[config.mk]
export PLATFORM = sky130hd
export DESIGN_NAME = memory_window_address_decoder_top
export DESIGN_NICKNAME = d
export VERILOG_FILES = /design/src/hdl/mwad_pkg.sv /design/src/hdl/memory_window_address_decoder_top.sv
export SDC_FILE = /design/constraint.sdc
export NUM_CORES = 1
export LEC_CHECK = 0
export ABC_AREA = 0
export ABC_CLOCK_PERIOD_IN_PS = 11450
export BUFFER_PORTS_ARGS = -buffer_cell sky130_fd_sc_hd__buf_2
export CAP_MARGIN = 25
export CORE_ASPECT_RATIO = 0.9
export CORE_UTILIZATION = 59
export CTS_BUF_LIST = sky130_fd_sc_hd__clkbuf_8 sky130_fd_sc_hd__clkbuf_16
export DETAILED_ROUTE_END_ITERATION = 10
export PLACE_DENSITY = 0.85
export SLEW_MARGIN = 20
export SYNTH_ARGS = -nofsm -noshare
export SYNTH_HDL_FRONTEND = slang
export SYNTH_SLANG_ARGS = --single-unit
[constraint.sdc]
create_clock -name clk -period 11.45 [get_ports clk]
set_clock_uncertainty 0.2 [all_clocks]
set_input_delay 0.5725 -clock clk [delete_from_list [all_inputs] [get_ports clk]]
set_output_delay 0.5725 -clock clk [all_outputs]
set_load 0.02 [all_outputs]
[src/hdl/mwad_pkg.sv]
// ----------------------------------------------------------------------------
// Memory window address decoder package
// Command and region codes, I/O port numbers, select command bytes, reset
// values, address map constants and the window remap function.
// ----------------------------------------------------------------------------
package mwad_pkg;

	typedef enum logic [1:0] {
		CMD_PORT_WR = 2'd0,
		CMD_PORT_RD = 2'd1,
		CMD_CPU_MEM = 2'd2,
		CMD_DMA_MEM = 2'd3
	} cmd_t;

	typedef enum logic [3:0] {
		RG_RAM      = 4'd0,
		RG_DISP     = 4'd1,
		RG_BIOS     = 4'd2,
		RG_ITF      = 4'd3,
		RG_SOUND    = 4'd4,
		RG_SASI_ROM = 4'd5,
		RG_SASI_RAM = 4'd6,
		RG_SCSI_ROM = 4'd7,
		RG_SCSI_RAM = 4'd8,
		RG_IDE      = 4'd9,
		RG_EMS      = 4'd10,
		RG_NONE     = 4'd11,
		RG_EXP      = 4'd12
	} region_t;

	// I/O ports
	localparam logic [15:0] PORT_DMA_CTRL = 16'h0439;
	localparam logic [15:0] PORT_ITF_SEL  = 16'h043D;
	localparam logic [15:0] PORT_EMS_SEL  = 16'h043F;
	localparam logic [15:0] PORT_WIN_LOW  = 16'h0461;
	localparam logic [15:0] PORT_WIN_HIGH = 16'h0463;
	localparam logic [15:0] PORT_ROM_SEL  = 16'h053D;
	localparam logic [15:0] PORT_RAM_SIZE = 16'h0567;

	// Select command bytes on the ITF and EMS ports
	localparam logic [7:0] ITF_ON_A    = 8'h00;
	localparam logic [7:0] ITF_ON_B    = 8'h10;
	localparam logic [7:0] ITF_ON_C    = 8'h18;
	localparam logic [7:0] ITF_OFF_A   = 8'h02;
	localparam logic [7:0] ITF_OFF_B   = 8'h12;
	localparam logic [7:0] EMS_OFF     = 8'h20;
	localparam logic [7:0] EMS_ON      = 8'h22;
	localparam logic [7:0] OPT_RAM_OFF = 8'hC0;
	localparam logic [7:0] SASI_RAM_EN = 8'hC2;
	localparam logic [7:0] SCSI_RAM_EN = 8'hC4;

	// Reset values
	localparam logic [7:0] RAM_UNITS_RST = 8'h08;
	localparam logic [7:0] DMA_CTRL_RST  = 8'hFE;
	localparam logic [7:0] WIN_LOW_RST   = 8'h08;
	localparam logic [7:0] WIN_HIGH_RST  = 8'h0A;

	// Address map
	localparam int unsigned BIOS_BYTES = 98304;
	localparam int unsigned ITF_BYTES  = 32768;
	localparam logic [31:0] ONE_MEG    = 32'h0010_0000;
	localparam logic [31:0] BIOS_LO    = 32'(ONE_MEG - 32'(BIOS_BYTES));
	localparam logic [31:0] ITF_LO     = 32'(ONE_MEG - 32'(ITF_BYTES));
	localparam logic [31:0] WIN_LOW_LO = 32'h0008_0000;
	localparam logic [31:0] WIN_HI_LO  = 32'h000A_0000;
	localparam logic [31:0] WIN_HI_END = 32'h000C_0000;
	localparam logic [31:0] UPPER_24   = 32'h00FA_0000;
	localparam logic [31:0] UPPER_32   = 32'hFFFA_0000;
	localparam logic [31:0] ADDR_24_END = 32'h0100_0000;

	// Place the low 128 KiB of an address under a window base byte.
	function automatic logic [31:0] windowed(input logic [31:0] a, input logic [7:0] base);
		logic [23:0] r;
		r = {7'h00, a[16:0]} | {base, 16'h0000};
		if (r >= UPPER_24[23:0]) begin
			return {12'h000, r[19:0]};
		end
		return {8'h00, r};
	endfunction

endpackage

[src/hdl/memory_window_address_decoder_top.sv]
// ----------------------------------------------------------------------------
// Memory window address decoder
// Holds the bank, window and DMA control registers reached through I/O
// ports, translates CPU and DMA byte addresses and classifies the targets.
// ----------------------------------------------------------------------------
//
//  channel  | handshake                 | payload
//  ---------+---------------------------+------------------------------------
//  input    | in_valid / in_ready       | cmd, port, wdata, mem_addr
//  result   | out_valid / out_ready     | rdata, phys_addr, on_board,
//           |                           | read_region, write_region
//  config   | cfg_we (no wait)          | cfg_wdata (installed RAM units)
//
//  An item sits in the input register while the decode logic works on it,
//  and the result register loads its result as the item advances.
//  One item is accepted per cycle as long as the result side keeps taking.
//  Port writes update the control registers as the item leaves the input
//  register, so the next item already sees the new values.
//  A stalled result holds both stages; in_ready drops only when both are full.
//  arst_n clears both valid flags and returns all control registers to their
//  power-on values.
//
module memory_window_address_decoder_top
	import mwad_pkg::*;
(
	input  logic        clk,
	input  logic        arst_n,
	input  logic        cfg_we,
	input  logic [7:0]  cfg_wdata,
	input  logic        in_valid,
	output logic        in_ready,
	input  logic [1:0]  cmd,
	input  logic [15:0] port,
	input  logic [7:0]  wdata,
	input  logic [31:0] mem_addr,
	output logic        out_valid,
	input  logic        out_ready,
	output logic [7:0]  rdata,
	output logic [31:0] phys_addr,
	output logic        on_board,
	output logic [3:0]  read_region,
	output logic [3:0]  write_region
);

	// Control registers
	logic [7:0] ram_units_q;
	logic [7:0] dma_ctrl_q;
	logic [7:0] win_low_q;
	logic [7:0] win_high_q;
	logic       itf_on_q;
	logic       bios_ram_q;
	logic       ems_on_q;
	logic [3:0] opt_rom_q;
	logic       sasi_ram_q;
	logic       scsi_ram_q;

	// Input stage
	logic        valid_s1;
	cmd_t        cmd_s1;
	logic [15:0] port_s1;
	logic [7:0]  wdata_s1;
	logic [31:0] addr_s1;

	// Result stage
	logic        valid_s2;
	logic [7:0]  rdata_s2;
	logic [31:0] phys_s2;
	logic        onb_s2;
	region_t     rd_rg_s2;
	region_t     wr_rg_s2;

	logic adv_s2;
	logic take_s1;

	assign adv_s2   = valid_s1 && (!valid_s2 || out_ready);
	assign in_ready = !valid_s1 || adv_s2;
	assign take_s1  = in_valid && in_ready;

	// ------------------------------------------------------------------
	// Input register
	// ------------------------------------------------------------------
	always_ff @(posedge clk or negedge arst_n) begin
		if (!arst_n) begin
			valid_s1 <= 1'b0;
		end else if (in_ready) begin
			valid_s1 <= in_valid;
		end
	end

	always_ff @(posedge clk) begin
		if (take_s1) begin
			cmd_s1   <= cmd_t'(cmd);
			port_s1  <= port;
			wdata_s1 <= wdata;
			addr_s1  <= mem_addr;
		end
	end

	// ------------------------------------------------------------------
	// Address translation
	// ------------------------------------------------------------------
	logic [31:0] addr_in;
	logic        hi_range;
	logic        fold;
	logic        expansion;
	logic [31:0] addr_w;
	logic [31:0] phys_c;

	always_comb begin
		addr_in = addr_s1;
		// DMA address wrap to 20 bits
		if (cmd_s1 == CMD_DMA_MEM && dma_ctrl_q[2]) begin
			addr_in = {12'h000, addr_s1[19:0]};
		end
		hi_range  = addr_in >= UPPER_24;
		// upper aliases fold into the first megabyte and decode again
		fold      = hi_range && (addr_in < ADDR_24_END || addr_in >= UPPER_32);
		expansion = hi_range && !fold;
		addr_w    = fold ? {12'h000, addr_in[19:0]} : addr_in;

		if (expansion || addr_w < WIN_LOW_LO || addr_w >= WIN_HI_END) begin
			phys_c = addr_w;
		end else if (addr_w < WIN_HI_LO) begin
			phys_c = windowed(addr_w, win_low_q);
		end else begin
			phys_c = windowed(addr_w, win_high_q);
		end
	end

	// ------------------------------------------------------------------
	// Region classification
	// ------------------------------------------------------------------
	logic [24:0] ram_top;
	region_t     rd_rg_c;
	region_t     wr_rg_c;
	logic        in_bios_rng;

	assign ram_top = {ram_units_q, 17'h00000};

	always_comb begin
		rd_rg_c     = RG_NONE;
		wr_rg_c     = RG_NONE;
		in_bios_rng = phys_c >= BIOS_LO;
		if (expansion) begin
			rd_rg_c = RG_EXP;
			wr_rg_c = RG_EXP;
		end else if (phys_c < WIN_HI_LO) begin
			rd_rg_c = RG_RAM;
			wr_rg_c = RG_RAM;
		end else if (phys_c >= ONE_MEG) begin
			// extended RAM up to the installed size
			if (phys_c < {7'h00, ram_top}) begin
				rd_rg_c = RG_RAM;
				wr_rg_c = RG_RAM;
			end
		end else if (itf_on_q && phys_c >= ITF_LO) begin
			rd_rg_c = RG_ITF;
		end else if (in_bios_rng) begin
			// ITF hides the rest of the BIOS range; otherwise reads go to BIOS,
			// or to RAM when bios_ram_q is set, and writes go to RAM
			if (!itf_on_q) begin
				rd_rg_c = bios_ram_q ? RG_RAM : RG_BIOS;
				wr_rg_c = RG_RAM;
			end
		end else if (phys_c < 32'h000A_5000
				|| (phys_c >= 32'h000A_8000 && phys_c < 32'h000B_0000)) begin
			rd_rg_c = RG_DISP;
			wr_rg_c = RG_DISP;
		end else if (phys_c >= 32'h000B_0000 && phys_c < WIN_HI_END) begin
			rd_rg_c = ems_on_q ? RG_EMS : RG_DISP;
			wr_rg_c = ems_on_q ? RG_EMS : RG_DISP;
		end else if (phys_c >= 32'h000E_0000 && phys_c < 32'h000E_8000) begin
			rd_rg_c = RG_DISP;
			wr_rg_c = RG_DISP;
		end else if (phys_c >= 32'h000C_C000 && phys_c < 32'h000D_0000) begin
			if (opt_rom_q[3]) begin
				rd_rg_c = RG_SOUND;
			end
		end else if (phys_c >= 32'h000D_7000 && phys_c < 32'h000D_8000) begin
			if (opt_rom_q[2]) begin
				if (sasi_ram_q) begin
					rd_rg_c = RG_SASI_RAM;
					wr_rg_c = RG_SASI_RAM;
				end else begin
					rd_rg_c = RG_SASI_ROM;
				end
			end
		end else if (phys_c >= 32'h000D_8000 && phys_c < 32'h000D_C000) begin
			if (opt_rom_q[0]) begin
				rd_rg_c = RG_IDE;
			end
		end else if (phys_c >= 32'h000D_C000 && phys_c < 32'h000D_D000) begin
			if (opt_rom_q[1]) begin
				if (scsi_ram_q) begin
					rd_rg_c = RG_SCSI_RAM;
					wr_rg_c = RG_SCSI_RAM;
				end else begin
					rd_rg_c = RG_SCSI_ROM;
				end
			end
		end
	end

	// ------------------------------------------------------------------
	// Port read mux
	// ------------------------------------------------------------------
	logic [7:0] port_rd_c;

	always_comb begin
		case (port_s1)
			PORT_DMA_CTRL: port_rd_c = dma_ctrl_q;
			PORT_WIN_LOW:  port_rd_c = win_low_q;
			PORT_WIN_HIGH: port_rd_c = win_high_q;
			PORT_RAM_SIZE: port_rd_c = ram_units_q;
			default:       port_rd_c = 8'hFF;
		endcase
	end

	// ------------------------------------------------------------------
	// Control registers: updated by port writes as the item advances, RAM units by cfg_we
	// ------------------------------------------------------------------
	logic port_wr;

	assign port_wr = adv_s2 && cmd_s1 == CMD_PORT_WR;

	always_ff @(posedge clk or negedge arst_n) begin
		if (!arst_n) begin
			ram_units_q <= RAM_UNITS_RST;
		end else if (cfg_we) begin
			ram_units_q <= cfg_wdata;
		end
	end

	always_ff @(posedge clk or negedge arst_n) begin
		if (!arst_n) begin
			dma_ctrl_q <= DMA_CTRL_RST;
			win_low_q  <= WIN_LOW_RST;
			win_high_q <= WIN_HIGH_RST;
			itf_on_q   <= 1'b1;
			bios_ram_q <= 1'b0;
			ems_on_q   <= 1'b0;
			opt_rom_q  <= 4'h0;
			sasi_ram_q <= 1'b0;
			scsi_ram_q <= 1'b0;
		end else if (port_wr) begin
			case (port_s1)
				PORT_ITF_SEL: begin
					if (wdata_s1 == ITF_ON_A || wdata_s1 == ITF_ON_B
							|| wdata_s1 == ITF_ON_C) begin
						itf_on_q <= 1'b1;
					end else if (wdata_s1 == ITF_OFF_A || wdata_s1 == ITF_OFF_B) begin
						itf_on_q <= 1'b0;
					end
				end
				PORT_EMS_SEL: begin
					case (wdata_s1)
						EMS_OFF: ems_on_q <= 1'b0;
						EMS_ON:  ems_on_q <= 1'b1;
						OPT_RAM_OFF: begin
							sasi_ram_q <= 1'b0;
							scsi_ram_q <= 1'b0;
						end
						SASI_RAM_EN: sasi_ram_q <= 1'b1;
						SCSI_RAM_EN: scsi_ram_q <= 1'b1;
						default: ;
					endcase
				end
				PORT_DMA_CTRL: dma_ctrl_q <= wdata_s1;
				// window bases are 128 KiB aligned
				PORT_WIN_LOW:  win_low_q  <= {wdata_s1[7:1], 1'b0};
				PORT_WIN_HIGH: win_high_q <= {wdata_s1[7:1], 1'b0};
				PORT_ROM_SEL: begin
					opt_rom_q  <= wdata_s1[7:4];
					bios_ram_q <= wdata_s1[1];
				end
				default: ;
			endcase
		end
	end

	// ------------------------------------------------------------------
	// Result register
	// ------------------------------------------------------------------
	always_ff @(posedge clk or negedge arst_n) begin
		if (!arst_n) begin
			valid_s2 <= 1'b0;
		end else if (adv_s2) begin
			valid_s2 <= 1'b1;
		end else if (out_ready) begin
			valid_s2 <= 1'b0;
		end
	end

	always_ff @(posedge clk) begin
		if (adv_s2) begin
			case (cmd_s1)
				CMD_PORT_WR: begin
					rdata_s2 <= 8'h00;
					phys_s2  <= 32'h0;
					onb_s2   <= 1'b0;
					rd_rg_s2 <= RG_RAM;
					wr_rg_s2 <= RG_RAM;
				end
				CMD_PORT_RD: begin
					rdata_s2 <= port_rd_c;
					phys_s2  <= 32'h0;
					onb_s2   <= 1'b0;
					rd_rg_s2 <= RG_RAM;
					wr_rg_s2 <= RG_RAM;
				end
				default: begin
					rdata_s2 <= 8'h00;
					phys_s2  <= phys_c;
					onb_s2   <= !expansion;
					rd_rg_s2 <= rd_rg_c;
					wr_rg_s2 <= wr_rg_c;
				end
			endcase
		end
	end

	assign out_valid    = valid_s2;
	assign rdata        = rdata_s2;
	assign phys_addr    = phys_s2;
	assign on_board     = onb_s2;
	assign read_region  = 4'(rd_rg_s2);
	assign write_region = 4'(wr_rg_s2);

	// ------------------------------------------------------------------
	// Assertions
	// ------------------------------------------------------------------
	a_stall_only_when_full: assert property (@(posedge clk) disable iff (!arst_n)
		!in_ready |-> valid_s1 && valid_s2 && !out_ready)
		else $error("input stalled while a stage is free");

	a_win_aligned: assert property (@(posedge clk) disable iff (!arst_n)
		!win_low_q[0] && !win_high_q[0])
		else $error("window base not 128 KiB aligned");

	a_offboard_is_exp: assert property (@(posedge clk) disable iff (!arst_n)
		valid_s2 && !onb_s2 && phys_s2 != 32'h0 |->
			rd_rg_s2 == RG_EXP && wr_rg_s2 == RG_EXP && rdata_s2 == 8'h00)
		else $error("expansion access with wrong regions");

	a_result_held: assert property (@(posedge clk) disable iff (!arst_n)
		valid_s2 && !out_ready |=> valid_s2 && $stable(phys_s2) && $stable(rdata_s2))
		else $error("stalled result changed");

endmodule
; Yosys cells after proc, flatten, opt, wreduce, memory -nomap -nowiden
; Cells that the tools add are included.
[word_totals]
output_inout_bits = 51
ff_bits = 148
word_cells = 176
[classes]
bitwise = 2
mux = 61
n_reduce_logical = 44
magnitude_cmp = 28
eq_ne = 18
[op_table]
columns = op, count
row1 = $lt 32x20->1 const B, 11
row2 = $ge 32x20->1 const B, 10
row3 = $mux 32, 8
row4 = $mux 4, 32
row5 = $eq 16x11->1 const B, 7
row6 = $ge 24x24->1 const B, 2
row7 = $or 17x24->24, 2
row8 = $ge 32x21->1 const B, 1
row9 = $ge 32x24->1 const B, 1
row10 = $ge 32x32->1 const B, 1
row11 = $lt 32x25->1, 1
row12 = $lt 32x25->1 const B, 1
row13 = $pmux 8 s4, 1
row14 = $eq 8x5->1 const B, 3
row15 = $eq 8x8->1 const B, 3
row16 = $eq 8x6->1 const B, 2
row17 = $logic_and 1x1->1, 14
row18 = $mux 2, 7
row19 = $reduce_and 3->1, 4
row20 = $mux 1, 10
row21 = $reduce_bool 2->1, 5
row22 = $logic_or 1x1->1, 9
row23 = $eq 8x2->1 const B, 1
row24 = $logic_not 8->1, 1
row25 = other kinds (8), 16

; Longest topological paths before layout
; Gate-level depths: netlist of run 1.
[depth]
ltp_word = 29
depth_mapped = 16
depth_no_buf = 14

; Worst setup path before layout of run 1
; Ideal clock, no wire load.
[synth_path]
path_type = flip-flop to flip-flop
startpoint = reg addr_s1[27]
endpoint = reg wr_rg_s2[0] (netlist: write_region[0]), data pin
synth_period_minus_slack_ns = 3.664
path_stages_with_launch = 15
arrival_time_ns = 3.209
slack_ns = 7.786
t_required_ns = 10.995
cell_sequence = edfxtp_1 -> nor4_1 -> and3b_1 -> a211oi_4 -> buf_6 -> o31ai_1 -> a32o_1 -> ha_1 -> o2111ai_1 -> a21oi_1 -> a211o_1 -> a221o_1 -> o21a_2 -> o21a_1 -> and2_1
[synth_via]
elab_chain_cells = 21
[synth_lines]
columns = element, line
row1 = from (decl), memory_window_address_decoder_top.sv:62  ; logic [31:0] addr_s1;
row2 = from (signal assigned), memory_window_address_decoder_top.sv:95  ; addr_s1 <= mem_addr;
row3 = $mux 32 *, memory_window_address_decoder_top.sv:112  ; if (cmd_s1 == CMD_DMA_MEM && dma_ctrl_q[2]) begin
row4 = $lt 32x25->1 / $ge 32x32->1 (equally long branches), memory_window_address_decoder_top.sv:117  ; fold = hi_range && (addr_in < ADDR_24_END || addr_in >= UPPER_32);
row5 = $logic_or 1x1->1, memory_window_address_decoder_top.sv:117
row6 = $logic_and 1x1->1, memory_window_address_decoder_top.sv:117
row7 = $mux 32 / $logic_not 1->1 (equally long branches), "memory_window_address_decoder_top.sv:119, memory_window_address_decoder_top.sv:118"
row8 = $lt 32x20->1 / $logic_and 1x1->1 (equally long branches), "memory_window_address_decoder_top.sv:121, memory_window_address_decoder_top.sv:118"
row9 = $logic_or 1x1->1 (2 in series), memory_window_address_decoder_top.sv:121  ; if (expansion || addr_w < WIN_LOW_LO || addr_w >= WIN_HI_END) begin
row10 = $mux 32 *, memory_window_address_decoder_top.sv:121
row11 = via phys_c[20], memory_window_address_decoder_top.sv:107  ; logic [31:0] phys_c;
row12 = [4 not listed], --
row13 = $mux 4, memory_window_address_decoder_top.sv:179  ; end else if (phys_c >= 32'h000D_7000 && phys_c < 32'h000D_8000) begin
row14 = $mux 4, memory_window_address_decoder_top.sv:175  ; end else if (phys_c >= 32'h000C_C000 && phys_c < 32'h000D_0000) begin
row15 = $mux 4, memory_window_address_decoder_top.sv:172  ; end else if (phys_c >= 32'h000E_0000 && phys_c < 32'h000E_8000) begin
row16 = $mux 4, memory_window_address_decoder_top.sv:169  ; end else if (phys_c >= 32'h000B_0000 && phys_c < WIN_HI_END) begin
row17 = $mux 4, memory_window_address_decoder_top.sv:165  ; end else if (phys_c < 32'h000A_5000
row18 = $mux 4, memory_window_address_decoder_top.sv:158  ; end else if (in_bios_rng) begin
row19 = $mux 4, memory_window_address_decoder_top.sv:156  ; end else if (itf_on_q && phys_c >= ITF_LO) begin
row20 = $mux 4, memory_window_address_decoder_top.sv:150  ; end else if (phys_c >= ONE_MEG) begin
row21 = to (signal assigned), memory_window_address_decoder_top.sv:316  ; wr_rg_s2 <= wr_rg_c;
row22 = to (decl), memory_window_address_decoder_top.sv:70  ; region_t wr_rg_s2;
; Mark *: on every way through the listed nets, which the timed path passes. The rest lies on a longest branch.
; A chain may end at the register's enable or synchronous reset.

; Final worst setup path of run 1
[layout_path]
startpoint = reg addr_s1[18]
endpoint = reg wr_rg_s2[0] (netlist: write_region[0]), data pin
; The elaborated chain is that of the path after synthesis.

==> flow_summary.ini, run 1 <==
[run_status]
status = finished clean

[layout]
final_area_um2 = 8059
area_growth_pct = 20.84
antenna_cells = 0
instances_no_fill = 802
layout-drive-gt1-share_pct = 33.23
nets = 715

[sta]
fin_hold_ws_ns = 0.06735
period_share_pct = 37.35
clock.fmax_mhz = 233.8
worst_slew_pin_slew_ns = 0.9524
worst_slack_ns = 7.173
period_needed_ns = 4.277
rsz0062_at_grt = no
slew_violations = 0
max-slew-margin-rel_pct = 36.02
finalSetupTns_ns = 0
hold_violations = 0
setup_viol_count_final = 0

[worst_setup_path]
cp.arrival_ns = 4.26
endpoint_kind = register
cp_max_fo = 14
startpoint_type = register
crit_required_ns = 11.43
critPathKind = reg -> reg

[clock_tree]
clockRootBuffer = clkbuf_16
cts_tree = yes
clkTransAtPathRegs_ns = 0.06
post_cts_buffers = 0
ctsHoldBuffers = 0
clk_latency_ns = 0.43
cts_buffers = 17
cts_resized = 0
cts_htree_levels = 4
clock_path_buffers = 2
cts.sinks = 148

[die]
core_area_um2 = 10900
die_h_um = 102.9
die_x_um = 114.1
die-area_um2 = 11730
io_pins = 122
rows = 36
start_util_pct = 61.18

[grt]
antenna_found_initial = 0
gr-usage-all-layers_pct = 27.55
grt_pass1_vias = 4549
grt_first_pass_wirelength_mm = 23.37
grt_max_degree = 59
grt_remaining_overflow = 0

[logic_synthesis]
synth_area_leaders = edfxtp_1 48%, dfrtp_1 11%, dfstp_2 4.7%, mux2_2 4.7%, and2_1 2.7%
synth_common_cells = 107 x edfxtp_1, 32 x nand2_1, 29 x and2_1, 29 x dfrtp_1, 28 x mux2_2
synth_cells = 510
yosysTopAreaCellShare_pct = 48.18
synth_area_um2 = 6669
synthFlopType = edfxtp_1
yosysSeqAreaShare_pct = 63.79
async_flop_share_pct = 27.70
synth_seq_cells = 148
synth_edf_count = 107
ys_warn_count = 0
syn_nets = 588
syn_area_per_cell_um2 = 13.08
synth_top_cell_by_area = edfxtp_1
synth.most_common_cell = edfxtp_1
netlist-cell-type-count = 68

[min_path]
hold_path_class = in -> async

[detailed_routing]
num_vias = 4761
drc_errors = 0
dr.pass1.iters = 6
ant_nets = 0
first_iter_violations = 310
via_per_inst = 5.936
wire_per_inst_um = 18.93
routed_wl_mm = 15.18

[pwr]
ir_drop_mv = 0.1334
p_per_area_nw_per_um2 = 163.4
leakage_nw = 3.233

[place]
dpl.hpwl_mm = 10.71
portBuffers = 121
gp_congestion = 0.9144
place_area_um2 = 7400
pre_cts_slack_ns = 7.225
placedCellCount = 767

[job]
drv_cap = 0
layout make-up:
cell class	count	area, um^2
well taps	152	190.2
inverters	18	67.56
clock buffers	18	439.2
fillers	726	2841
repair buffers	126	653.1
multi-input cells	326	2267
flip-flops and latches	148	4254
clock inverters	14	187.7
metrics by stage:
stage	util (%)	total power [W]
after floorplan	-	0.0006972
after global placement	67.88	0.0007378
after detailed placement	67.88	0.0007413
after CTS	73.63	0.001323
after global routing	73.93	0.001355
final	73.93	0.001317
routing by layer:
metal / up-vias / GRT usage, % / part of all wire (%)
met5: - / 0 / 0
met4: 0 / 13.19 / 1.9
met3: 29 / 6.702 / 7.7
met2: 235 / 43.96 / 48
met1: 2284 / 36.03 / 42
li1: 2213 / - / -
cells in the final DEF (no fill, tap or decap), types with 3 or more instances in the layout:
| cell type | instances |
|---|---|
| o21ai_0 | 23 |
| nand3_1 | 14 |
| nor4_1 | 7 |
| nor2b_1 | 4 |
| nand2b_1 | 6 |
| o211a_1 | 3 |
| dfstp_2 | 12 |
| a32o_1 | 3 |
| bufinv_16 | 4 |
| nor2_1 | 26 |
| and2_1 | 28 |
| edfxtp_1 | 107 |
| nand4_1 | 11 |
| o21a_1 | 5 |
| o2111ai_1 | 3 |
| inv_1 | 19 |
| a21oi_1 | 10 |
| a22oi_1 | 17 |
| ha_1 | 7 |
| mux2_2 | 28 |
| clkbuf_16 | 17 |
| o31a_1 | 5 |
| o22ai_1 | 3 |
| o211ai_1 | 3 |
| mux2i_1 | 3 |
| a211o_1 | 3 |
| and3_1 | 12 |
| o21ai_1 | 5 |
| clkinv_4 | 3 |
| buf_2 | 121 |
| a31oi_1 | 9 |
| dfrtp_1 | 29 |
| nor3_1 | 11 |
| nand2_1 | 32 |
where the power goes:
part	total, W	switching [W]	internal [W]
logic	0.0000993	0.0000640	0.0000353
clock network	0.000584	0.000215	0.000369
registers	0.000634	0.0000199	0.000614
total	0.00132	0.000299	0.00102
worst paths after layout:
path	depth (start not counted)	start	endpoint	slack, ns
max in group asynchronous	1	arst_n	bios_ram_q$_DFFE_PN0P_	10.41
min in group clk	1	port[5]	port_s1[5]$_DFFE_PP_	0.12
setup / recovery	13	addr_s1[18]$_DFFE_PP_	write_region[0]$_SDFFCE_PP0P_	7.17
hold reg to reg	2	dma_ctrl_q[3]$_DFFE_PN1P_	dma_ctrl_q[3]$_DFFE_PN1P_	0.30
hold / removal	1	arst_n	ram_units_q[5]$_DFFE_PN0P_	0.07
setup reg to reg	13	addr_s1[18]$_DFFE_PP_	write_region[0]$_SDFFCE_PP0P_	7.17
registers in the layout, indices dropped and copies added (netlist names), 2 cells and up:
name          count
win_high_q        7
read_region       4
wdata_s1          8
port_s1          16
cmd_s1            2
dma_ctrl_q        8
rdata             8
addr_s1          32
write_region      4
phys_addr        32
win_low_q         7
ram_units_q       8
opt_rom_q         4
cells by family after synthesis:
kind of cell             after synthesis  share of synthesized area (%)
adder cells (fa/ha/maj)                7                          1.313
AO/OA/AOI/OAI                        113                          12.16
AND/OR/NAND/NOR                      175                          15.33
multiplexers                          31                          5.178
buffers and inverters                 36                          2.232
flip-flops                           148                          63.79
worst max-delay path, cell delays in order, from the launching register on:
cell and delay [ns]:
edfxtp_1 0.59, nor2_4 0.23, nor3b_4 0.10, a211oi_4 0.64, o31ai_1 0.17, a32o_1 0.33, ha_1 0.28, o2111ai_1 0.23
a21oi_1 0.07, a211o_1 0.27, a221o_1 0.30, o21a_2 0.25, o21a_1 0.23, and2_1 0.14
No activity file was read; power rests on OpenSTA's default activity.
==> run 2: changes to the inputs <==
--- a/config.mk
+++ b/config.mk
@@ -5,15 +5,15 @@
 export SDC_FILE = /design/constraint.sdc
 export NUM_CORES = 1
 export LEC_CHECK = 0
-export ABC_AREA = 0
-export ABC_CLOCK_PERIOD_IN_PS = 11450
+export ABC_AREA = 1
+export ABC_CLOCK_PERIOD_IN_PS = 4450
 export BUFFER_PORTS_ARGS = -buffer_cell sky130_fd_sc_hd__buf_2
 export CAP_MARGIN = 25
 export CORE_ASPECT_RATIO = 0.9
-export CORE_UTILIZATION = 59
+export CORE_UTILIZATION = 56
 export CTS_BUF_LIST = sky130_fd_sc_hd__clkbuf_8 sky130_fd_sc_hd__clkbuf_16
 export DETAILED_ROUTE_END_ITERATION = 10
-export PLACE_DENSITY = 0.85
+export PLACE_DENSITY = 0.81
 export SLEW_MARGIN = 20
 export SYNTH_ARGS = -nofsm -noshare
 export SYNTH_HDL_FRONTEND = slang
==> constraint.sdc (replaced) <==
create_clock -name clk -period 4.45 [get_ports clk]
set_clock_uncertainty 0.2 [all_clocks]
set_input_delay 0.2225 -clock clk [delete_from_list [all_inputs] [get_ports clk]]
set_output_delay 0.2225 -clock clk [all_outputs]
set_load 0.02 [all_outputs]
==> run 2 against run 1 <==
  * Clock power grew 150%
  * Core utilization grew 4.2 points
  * Combinational power rose to 4.5 times the previous value
  * Sequential share of layout area shrank 6.1 points
  * Non-clock buffer count is 88 higher
  * Final cell count rose by 33%
  * Count of clock-buffer cells in the layout decreased by 1
  * Wire length up 20%
  * Sequential cell count unchanged
==> flow_summary.ini, run 2 <==
[detailed_routing]
routed_wl_mm = 18.14
ant_nets = 0
num_vias = 5816
via_per_inst = 5.466
wire_per_inst_um = 17.05
dr.pass1.iters = 5
drc_errors = 0
first_iter_violations = 504

[worst_setup_path]
reg2reg_setup_slack_ns = 0.42
startpoint_type = register
reg2reg_from = dma_ctrl_q[2]$_DFFE_PN1P_
critPathKind = reg -> reg
cp_max_fo = 22
reg2reg_to = write_region[0]$_SDFFCE_PP0P_
endpoint_kind = register
worstSetupEndpoint = write_region[0]$_SDFFCE_PP0P_
cp.arrival_ns = 4.01
reg2reg_depth = 22
startpoint = dma_ctrl_q[2]$_DFFE_PN1P_
crit_required_ns = 4.44

[sta]
period_share_pct = 90.45
fin_hold_ws_ns = 0.2817
max-slew-margin-rel_pct = 38.20
slew_violations = 0
period_needed_ns = 4.025
worst_slew_pin_slew_ns = 0.9270
hold_violations = 0
clock.fmax_mhz = 248.4
setup_viol_count_final = 0

[logic_synthesis]
synth_cells = 672
syn_nets = 750
synth_area_leaders = edfxtp_1 47%, dfrtp_1 11%, nand2_1 7.6%, inv_1 5.3%, dfstp_2 4.6%
synth_area_um2 = 6835
synthFlopType = edfxtp_1
synth_common_cells = 138 x nand2_1, 107 x edfxtp_1, 96 x inv_1
async_flop_share_pct = 27.70
syn_area_per_cell_um2 = 10.17
netlist-cell-type-count = 44
yosysSeqAreaShare_pct = 62.24
synth.most_common_cell = nand2_1
ys_warn_count = 0
synth_top_cell_by_area = edfxtp_1
synth_edf_count = 107
yosysTopAreaCellShare_pct = 47.01
synth_seq_cells = 148

[grt]
antenna_found_initial = 0
gr-usage-all-layers_pct = 30.33
grt_first_pass_wirelength_mm = 28.79
grt_remaining_overflow = 0
grt_max_degree = 50
grt_pass1_vias = 5940

[layout]
layout_common_cells = 138 x nand2_1, 121 x buf_2, 107 x edfxtp_1
nets = 973
final_common_cell = nand2_1
final_util_pct = 78.17
area_growth_pct = 33.42
n_fill_cell = 741
multi_input_comb_area_um2 = 2153
antenna_cells = 0
layout-drive-gt1-share_pct = 23.13
seq_area_um2 = 4254

[clock_tree]
clock_path_buffers = 2
clkTransAtPathRegs_ns = 0.06
cts_buffers = 17
cts_tree = yes
clk_latency_ns = 0.43
cts_htree_levels = 4
cts.sinks = 148
clockRootBuffer = clkbuf_16

[place]
dpl.hpwl_mm = 10.91
gp_congestion = 0.9479
portBuffers = 121

[die]
die_x_um = 118.5
io_pins = 122
die_h_um = 106.8
core_area_um2 = 11670
rows = 37
die-area_um2 = 12650
start_util_pct = 58.59

[pwr]
leakage_nw = 4.006
ir_drop_mv = 0.3715
p_per_area_nw_per_um2 = 390.2

[job]
drv_cap = 0

[run_status]
status = finished clean

[min_path]
hold_path_class = in -> async
run 2: area by class of cell:
cell class                      instances  area share, %
Clock buffer                           17          4.665
Clock inverter                         15          1.811
Inverter                              102          4.198
Multi-Input combinational cell        412          23.61
Sequential cell                       148          46.65
Tap cell                              156          2.140
Timing Repair Buffer                  214          16.93
run 2: worst min path at each step:
stage | startpoint | to
global placement | arst_n | ram_units_q[4]$_DFFE_PN0P_
finish | arst_n | win_low_q[7]$_DFFE_PN0P_
floorplan | arst_n | bios_ram_q$_DFFE_PN0P_
CTS | mem_addr[2] | addr_s1[2]$_DFFE_PP_
detailed placement | mem_addr[5] | addr_s1[5]$_DFFE_PP_
global route | port[10] | port_s1[10]$_DFFE_PP_
run 2: repair_timing:
item / CTS / global route
hold buffers: 86 / 0
hold endpoints to repair: 97 / 0
gates resized for setup: 0 / 1
endpoints found under the setup margin: 0 / 6
buffers inserted: 0 / 4
run 2: routing by layer:
layer,GRT usage [%],wire (um),vias to the layer above
li1,-,-,2756
met4,15.10,632,0
met1,36.55,7207,2708
met3,6.755,1406,57
met5,0,0,-
met2,51.85,8897,295
run 2: cell families (layout without fill, tap and decap cells):
logic type	Yosys count	after routing	share of synthesized area, %
AND/OR/NAND/NOR	304	304	21.05
flip-flops	148	148	62.24
buffers and inverters	112	348	6.370
AO/OA/AOI/OAI	100	100	8.896
adder cells (fa/ha/maj)	7	7	1.281
multiplexers	1	1	0.1647
run 2: where the power goes:
part / switching, W / internal [W] / leakage (nW)
sequential: 0.0000522 / 0.00162 / 1.56
clock: 0.000568 / 0.000875 / 0.297
combinational: 0.000279 / 0.000165 / 2.15
run 2: per-stage QoR:
| stage | instance area (um^2) | worst slack, ns | TNS [ns] | power (W) | cells |
|---|---|---|---|---|---|
| finish | 9120 | 0.4248 | 0 | 0.003558 | 1064 |
| global route | 9120 | -0.01201 | -0.01250 | 0.003668 | 1064 |
| CTS | 9062 | 0.2098 | 0 | 0.003530 | 1059 |
| detailed placement | 7611 | 0.2361 | 0 | 0.002055 | 941 |
| global placement | 7591 | 0.3877 | 0 | 0.002043 | 940 |
| floorplan | 6835 | 1.107 | 0 | 0.001904 | 672 |
run 2: worst max-delay path: stages, from the launching register on:
cell and delay (ns):
dfstp_2 0.57, nand3_4 0.22, o21ai_1 0.20, nand2_1 0.16, inv_1 0.12, nand2_2 0.09, a21oi_4 0.20, buf_4 0.15
o21ai_0 0.09, nand2_2 0.20, o21ai_0 0.14, nand2_2 0.12, nand3_1 0.11, nor2_2 0.21, nand3_1 0.18, nor2_1 0.20
nand2_1 0.12, nand2_1 0.08, a21oi_1 0.04, o21ai_1 0.12, nand2_1 0.07, nand3_1 0.10, inv_1 0.06
==> run 3: changes to the inputs <==
--- a/config.mk
+++ b/config.mk
@@ -9,11 +9,13 @@
 export ABC_CLOCK_PERIOD_IN_PS = 4450
 export BUFFER_PORTS_ARGS = -buffer_cell sky130_fd_sc_hd__buf_2
 export CAP_MARGIN = 25
+export CELL_PAD_IN_SITES_DETAIL_PLACEMENT = 0
+export CELL_PAD_IN_SITES_GLOBAL_PLACEMENT = 1
 export CORE_ASPECT_RATIO = 0.9
-export CORE_UTILIZATION = 56
+export CORE_UTILIZATION = 43
 export CTS_BUF_LIST = sky130_fd_sc_hd__clkbuf_8 sky130_fd_sc_hd__clkbuf_16
 export DETAILED_ROUTE_END_ITERATION = 10
-export PLACE_DENSITY = 0.81
+export PLACE_DENSITY = 0.8
 export SLEW_MARGIN = 20
 export SYNTH_ARGS = -nofsm -noshare
 export SYNTH_HDL_FRONTEND = slang
==> run 3 against run 2 <==
  * Core utilization decreased by 19 points
  * Hold slack improved by 0.0085 ns
  * Critical endpoint is now read_region[0]$_SDFFCE_PP0P_
  * Power increased by 0.80%
  * Combinational power decreased by 3%
  * Final area increased by 0.62%
  * Critical path depth decreased by 1
  * Sequential cell count unchanged
  * Fmax decreased by 1.8%
==> flow_summary.ini, run 3 (same netlist as run 2, synthesis figures left out) <==
[die]
io_pins = 122
start_util_pct = 44.11
core_area_um2 = 15490
die_h_um = 121.6
die_x_um = 134.9
rows = 43
die-area_um2 = 16410

[place]
pre_cts_slack_ns = 0.3023
portBuffers = 121
gp_congestion = 0.9357
dpl.hpwl_mm = 12.34
placedCellCount = 988

[run_status]
status = finished clean

[clock_tree]
cts_htree_levels = 4
clkTransAtPathRegs_ns = 0.06
clockRootBuffer = clkbuf_16
clk_latency_ns = 0.42
clock_path_buffers = 2
cts_tree = yes
cts_buffers = 17
cts.sinks = 148

[worst_setup_path]
cp_max_fo = 13
reg2reg_setup_slack_ns = 0.35
startpoint_type = register
endpoint_kind = register
reg2reg_to = read_region[0]$_SDFFCE_PP0P_
reg2reg_depth = 21
critPathKind = reg -> reg
reg2reg_from = dma_ctrl_q[2]$_DFFE_PN1P_
cp.arrival_ns = 4.07
crit_required_ns = 4.42

[sta]
setup_viol_count_final = 0
hold_violations = 0
rsz0062_at_grt = no
fin_hold_ws_ns = 0.2902
period_share_pct = 92.07
slew_violations = 0
period_needed_ns = 4.097
max-slew-margin-rel_pct = 34.49
worst_slew_pin_slew_ns = 0.9751
clock.fmax_mhz = 244.1
finalSetupTns_ns = 0
worst_slack_ns = 0.3528

[grt]
grt_remaining_overflow = 0
gr-usage-all-layers_pct = 22.00
grt_first_pass_wirelength_mm = 27.15
grt_pass1_vias = 5377
antenna_found_initial = 0
grt_max_degree = 59

[min_path]
min_to = opt_rom_q[0]$_DFFE_PN0P_
hold_start = opt_rom_q[0]$_DFFE_PN0P_
hold_path_class = reg -> reg
hold_depth = 2

[layout]
n_fill_cell = 1322
nets = 972
final_util_pct = 59.22
layout-drive-gt1-share_pct = 23.26
instances_no_fill = 1109
area_growth_pct = 34.25
final_common_cell = nand2_1
antenna_cells = 0
layout_common_cells = 138 x nand2_1, 121 x buf_2, 107 x edfxtp_1

[detailed_routing]
routed_wl_mm = 17.17
dr.pass1.iters = 8
drc_errors = 0
first_iter_violations = 524
num_vias = 5629
wire_per_inst_um = 15.48
ant_nets = 0
via_per_inst = 5.076

[pwr]
leakage_nw = 3.988
ir_drop_mv = 0.3072
p_per_area_nw_per_um2 = 390.9

[job]
drv_cap = 0
run 3: area by class of cell:
| cell class | instances | area (um^2) | area share [%] |
|---|---|---|---|
| inverters | 102 | 384.1 | 4.186 |
| well taps | 202 | 252.7 | 2.754 |
| flip-flops and latches | 148 | 4254 | 46.36 |
| clock inverters | 15 | 192.7 | 2.100 |
| repair buffers | 213 | 1514 | 16.50 |
| multi-input cells | 412 | 2153 | 23.47 |
| clock buffers | 17 | 425.4 | 4.636 |
run 3: worst max path at each step:
stage / start / end / slack, ns / cells past startpoint
detailed placement: dma_ctrl_q[2]$_DFFE_PN1P_ / read_region[0]$_SDFFCE_PP0P_ / 0.30 / 21
floorplan: dma_ctrl_q[2]$_DFFE_PN1P_ / read_region[0]$_SDFFCE_PP0P_ / 1.11 / 22
CTS: dma_ctrl_q[2]$_DFFE_PN1P_ / read_region[0]$_SDFFCE_PP0P_ / 0.29 / 21
finish: dma_ctrl_q[2]$_DFFE_PN1P_ / read_region[0]$_SDFFCE_PP0P_ / 0.35 / 21
global route: dma_ctrl_q[2]$_DFFE_PN1P_ / read_region[0]$_SDFFCE_PP0P_ / 0.09 / 23
global placement: dma_ctrl_q[2]$_DFFE_PN1P_ / read_region[0]$_SDFFCE_PP0P_ / 0.42 / 21
run 3: repair_timing:
item | in CTS | in global routing
buffers inserted | 0 | 2
endpoints found under the hold margin | 97 | 0
hold buffers | 87 | 0
setup endpoints to repair | 0 | 6
gates resized for setup | 0 | 1
run 3: power by group:
| part | internal [W] | total (W) | switching [W] |
|---|---|---|---|
| Combinational | 0.000158 | 0.000432 | 0.000273 |
| Clock | 0.000898 | 0.00149 | 0.000592 |
| Sequential | 0.00162 | 0.00167 | 0.0000450 |
run 3: layer usage:
| layer | track usage, % | wire length [um] | vias to the layer above |
|---|---|---|---|
| li1 | - | - | 2753 |
| met4 | 5.197 | 130 | 0 |
| met3 | 5.327 | 913 | 11 |
| met2 | 36.60 | 8388 | 173 |
| met1 | 29.10 | 7738 | 2692 |
| met5 | 0 | 0 | - |
run 3: per-stage QoR:
stage	total power, W	area, um^2
detailed placement	0.002060	7664
CTS	0.003613	9153
global route	0.003717	9176
floorplan	0.001904	6835
finish	0.003587	9176
global placement	0.002050	7664
run 3: critical path: stages (launching register included):
cell	delay (ns)
dfstp_2	0.58
nand3_4	0.15
buf_4	0.21
nand3_1	0.09
nor2_1	0.06
nand2_1	0.14
a21oi_4	0.09
buf_4	0.16
o21ai_0	0.20
nand2_2	0.18
nor2_8	0.20
nand2_1	0.09
nand2_2	0.11
inv_1	0.08
ha_1	0.27
nand2_1	0.08
nor2_1	0.04
a21boi_0	0.11
o21ai_0	0.16
o2111ai_1	0.34
nand3_1	0.24
nor2_1	0.06
